[config.mk]
export PLATFORM = sky130hd
export DESIGN_NAME = rrip_rrpv_mem
export DESIGN_NICKNAME = d
export VERILOG_FILES = /design/src/hdl/rrip_pkg.sv /design/src/hdl/rrip_rrpv_mem.sv
export SDC_FILE = /design/constraint.sdc
export NUM_CORES = 2
export LEC_CHECK = 0
export ABC_AREA = 0
export BUFFER_PORTS_ARGS = -buffer_cell sky130_fd_sc_hd__buf_4
export CELL_PAD_IN_SITES_DETAIL_PLACEMENT = 0
export CELL_PAD_IN_SITES_GLOBAL_PLACEMENT = 1
export CORE_MARGIN = 3
export CORE_UTILIZATION = 44
export CTS_CLUSTER_DIAMETER = 120
export DETAILED_ROUTE_END_ITERATION = 7
export PLACE_DENSITY_LB_ADDON = 0.3
export SYNTH_ARGS = -nofsm -noshare
export SYNTH_HDL_FRONTEND = slang
export SYNTH_SLANG_ARGS = --single-unit
[constraint.sdc]
create_clock -name clk_i -period 4.4 [get_ports clk_i]
set_clock_uncertainty 0.2 [all_clocks]
set_input_delay 0.22 -clock clk_i [delete_from_list [all_inputs] [get_ports clk_i]]
set_output_delay 0.22 -clock clk_i [all_outputs]
set_load 0.02 [all_outputs]
[src/hdl/rrip_pkg.sv]
// shared types, constants and codes of the adaptive rrip replacement block
`timescale 1ns / 1ps

package rrip_pkg;

  localparam int unsigned SETS  = 64;
  localparam int unsigned WAYS  = 8;
  localparam int unsigned PAGES = 4096;

  localparam int unsigned SET_W   = $clog2(SETS);
  localparam int unsigned WAY_W   = $clog2(WAYS);
  localparam int unsigned PAGE_W  = $clog2(PAGES);
  localparam int unsigned RRPV_W  = 4;
  localparam int unsigned CNT_W   = 18;
  localparam int unsigned SEL_W   = 7;
  localparam int unsigned PCNT_W  = 8;
  localparam int unsigned CFG_IDX_W = 2;

  localparam logic [CNT_W-1:0]  TRAIN_RESET  = CNT_W'(200000);
  localparam logic [CNT_W-1:0]  COUNT_SAT    = '1;
  localparam logic [SEL_W-1:0]  SEL_MAX      = SEL_W'(100);
  localparam logic [SEL_W-1:0]  SEL_START    = SEL_W'(50);
  localparam logic [SEL_W-1:0]  SEL_ITP_LOW  = SEL_W'(60);
  localparam logic [SEL_W-1:0]  SEL_DTP_HIGH = SEL_W'(40);
  // page counts are held as plain use counts, so a new page reads as zero
  localparam logic [PCNT_W-1:0] PAGE_HOT     = PCNT_W'(52);
  localparam logic [PCNT_W-1:0] PAGE_SAT     = '1;
  localparam logic [RRPV_W-1:0] MAX_RRPV_RESET = RRPV_W'(3);

  // request opcodes
  localparam logic OP_UPDATE = 1'b0;
  localparam logic OP_VICTIM = 1'b1;

  // policy codes reported with each result
  localparam logic [1:0] POL_SRRIP  = 2'd0;
  localparam logic [1:0] POL_ITP    = 2'd1;
  localparam logic [1:0] POL_DTP    = 2'd2;
  localparam logic [1:0] POL_VICTIM = 2'd3;

  // configuration register indexes
  localparam logic [CFG_IDX_W-1:0] CFG_MAX_RRPV  = 2'd0;
  localparam logic [CFG_IDX_W-1:0] CFG_INSTR_POS = 2'd1;
  localparam logic [CFG_IDX_W-1:0] CFG_DATA_POS  = 2'd2;
  localparam logic [CFG_IDX_W-1:0] CFG_TRAINING  = 2'd3;

  typedef enum logic {
    ST_IDLE,
    ST_EXEC
  } rrip_state_e;

  typedef logic [WAYS-1:0][RRPV_W-1:0] rrip_row_t;

  typedef struct packed {
    logic              op;
    logic [SET_W-1:0]  set_index;
    logic [WAY_W-1:0]  way_index;
    logic              is_hit;
    logic              is_instruction;
    logic [PAGE_W-1:0] page_number;
  } rrip_in_t;

  typedef struct packed {
    logic [WAY_W-1:0]  victim_way;
    logic [1:0]        policy_used;
    logic [RRPV_W-1:0] written_value;
  } rrip_out_t;

  typedef struct packed {
    logic             en;
    logic [SET_W-1:0] addr;
    rrip_row_t        data;
  } rrip_row_wr_t;

  typedef struct packed {
    logic              en;
    logic [PAGE_W-1:0] addr;
    logic [PCNT_W-1:0] data;
  } rrip_page_wr_t;

endpackage

[src/hdl/rrip_rrpv_mem.sv]
// rrpv row memory, one row of all ways per set, with per-row valid bits
`timescale 1ns / 1ps

module rrip_rrpv_mem (
  input  logic                       clk_i,
  input  logic                       rst_ni,
  input  logic                       rd_en_i,
  input  logic [rrip_pkg::SET_W-1:0] rd_addr_i,
  output rrip_pkg::rrip_row_t        rd_data_o,
  input  rrip_pkg::rrip_row_wr_t     wr_i
);

  rrip_pkg::rrip_row_t mem_q [rrip_pkg::SETS];
  rrip_pkg::rrip_row_t rd_data_q;
  logic [rrip_pkg::SETS-1:0] row_valid_q;
  logic rd_valid_q;

  always_ff @(posedge clk_i) begin
    if (wr_i.en) begin
      mem_q[wr_i.addr] <= wr_i.data;
    end
    if (rd_en_i) begin
      rd_data_q <= mem_q[rd_addr_i];
    end
  end

  always_ff @(posedge clk_i or negedge rst_ni) begin
    if (!rst_ni) begin
      row_valid_q <= '0;
      rd_valid_q  <= 1'b0;
    end else begin
      if (wr_i.en) begin
        row_valid_q[wr_i.addr] <= 1'b1;
      end
      if (rd_en_i) begin
        rd_valid_q <= row_valid_q[rd_addr_i];
      end
    end
  end

  // a row never written reads as all zero
  assign rd_data_o = rd_valid_q ? rd_data_q : '0;

endmodule

==> metrics.cfg <==
[worst_setup_path]
max_stage_delay_ns=0.95
crit_required_ns=3.98
critPathArrivalTime_ns=2.53
start_kind=flop
crit_buf_inv=1
path_cells=and2_1, buf_4
path_max_fanout=34
cp_slowest_cell=dfrtp_2
path_class=flop to output port
cp-end-kind=output port
crit_family=flip-flops
rrSetupSlack_ns=1.72

[sta]
hold_violations=0
fin_crit_sh=0.671
tightest_slew_ns=1.06
rsz0062_at_grt=false
slew_headroom=0.293
drv_slew=0
period_minus_slack_ns=2.95
fin_setup_tns_ns=0
setup_viol=0
max_freq_mhz=339

[routing]
vias=37346
wl_met1_um=80100
ant_nets=0
drtIter0Drc=4416
wl_met3_um=15300
wl_per_cell_um=32.7
postRouteWirelength_um=206000
highest_layer=met5
via_per_inst=5.94
wl_met2_um=105000
drtPass1Iterations=5
drc=0

[floorplan]
core-area_sq_mm=0.184
top_level_ports=80
dieArea_sq_mm=0.191
start_util=0.444
die_w_um=437
dieHeight_um=437
rows=157

[clocking]
cts_max_level=4
cts_tree=done
clk_pin_slew_worst_paths_ns=0.06
clock_path_buffers=3
cts_repair_resize_count=0
clkLatencyLatePin_ns=0.83
numCtsBuffers=207
cts_sinks=2145
ctsRootBufferMaster=clkbuf_16
cts_hold_buf=44
postCtsSetupBuffers=0

[grt]
grt_overflow=0
grt_pass1_vias=38107
grt_use_total=0.217
grt_max_degree=72
antenna_found_initial=19
grt_pass1_wl_um=292000

[layout]
multi_input_area_sq_mm=0.0172
final_cells=6285
area_growth_pct=14.8
fillCellCount=14060
nets=3686
layout_common_cells=2080 x edfxtp_1, 641 x mux4_2, 210 x clkbuf_16
final_common_cell=edfxtp_1
layout-drive-gt1-share=0.341
seq_area_sq_mm=0.0641

[place]
dp_cells=5849
io_buffers=79
gp_congestion=0.752
dpl.hpwl_um=111000

[synth]
syn_area_per_cell_sq_um=24.5
yosys_warnings=0
synth_cells=3335
synth_nets=3383
yosys.cell_types.count=32
seq_area_frac_synth=0.785
syn-cell-area_sq_mm=0.0816
synth_seq_cells=2145

[pwr]
power.density_mw_per_mm2=455
ir_worst_vdd_mv=0.316
leakagePower_uw=0.0295

[job]
cap_viol_max_count=0

[worst_hold_path]
hold_path_class=primary input to flop

[status]
status=finished clean

==> registers in the layout, summed over array words and instances, names as in the netlist <==
signal and count:
row_valid_q 64, mem_q 2048, rd_valid_q 1, rd_data_q 32
==> synth_stat cells, drive strengths merged <==
master  instances  share of area
or2            65         0.0050
buf            96         0.0066
mux4          641           0.18
nor2b          12        0.00092
nor2           77         0.0035
mux2            3        0.00041
a211oi         11         0.0010
or3b            1        0.00011
nand4           1       0.000077
a211o           3        0.00032
clkbuf         79         0.0036
and2           34         0.0026
a41o            1        0.00012
o22ai           4        0.00031
nand2b          5        0.00038
or3             1       0.000077
mux2i          33         0.0040
nand3          10        0.00061
a21oi           5        0.00031
a311oi          2        0.00021
nand2          41         0.0019
dfrtp          65          0.020
edfxtp       2080           0.77
nand4b          1        0.00011
inv             3        0.00014
nand3b          2        0.00018
a22oi          52         0.0048
a31oi           5        0.00038
nor3            2        0.00012
==> cell families (layout without fill, tap and decap cells) <==
group,after synthesis,count (layout),share of synthesized area
other cells,0,7,0
buf+inv,178,657,0.0103
simple gates,252,252,0.0156
mux,677,677,0.181
flops,2145,2145,0.785
compound gates,83,83,0.00745
==> per-layer routing <==
| metal | track usage | up-vias |
|---|---|---|
| met2 | 0.367 | 1495 |
| met1 | 0.294 | 20546 |
| met3 | 0.0381 | 312 |
| li1 | - | 14989 |
| met5 | 0 | - |
| met4 | 0.0587 | 4 |
==> worst min-delay path, stage by stage <==
cell	delay (ns)
buf_4	0.14
nand4b_1	0.10
or2_2	0.23
nor2_4	0.10
or2_2	0.28
==> area by class of cell <==
cell class                      count  area share
Tap cell                         2464      0.0329
Timing Repair Buffer              269      0.0282
Clock buffer                      266      0.0591
Antenna cell                        7    0.000187
Sequential cell                  2145       0.684
Clock inverter                    119      0.0125
Inverter                            3    0.000120
Multi-Input combinational cell   1012       0.183
==> power by group <==
part | leakage [uW] | switching [uW] | internal [uW]
logic | 0.00663 | 1280 | 982
clock network | 0.00328 | 7540 | 10000
registers | 0.0196 | 130 | 22700
==> path summary, 6_finish.rpt <==
| check | from | end | depth (start not counted) |
|---|---|---|---|
| setup / recovery | rd_valid_q | rd_data_o[16] | 2 |
| hold / removal | wr_i[38] | row_valid_q[54] | 5 |
| setup reg to reg | mem_q[40][7] | rd_data_q[7] | 4 |
| hold reg to reg | row_valid_q[60] | row_valid_q[60] | 1 |
| max in group asynchronous | rst_ni | row_valid_q[43] | 4 |
| min in group asynchronous | rst_ni | row_valid_q[49] | 4 |
==> metrics by stage <==
stage          cell area [sq um]   util  hold slack, ns  setup slack [ns]  power (uW)
2_1_floorplan              81600      -          -0.276             0.630       24500
3_3_place_gp               86500  0.471           0.200             0.833       25500
3_5_place_dp               86500  0.471           0.202             0.837       25500
4_1_cts                    93700  0.510          0.0497              1.33       43000
5_1_grt                    93700  0.510           0.112              1.39       43900
6_report                   93700  0.510           0.114              1.45       42600
No activity file was read; power rests on OpenSTA's default activity.
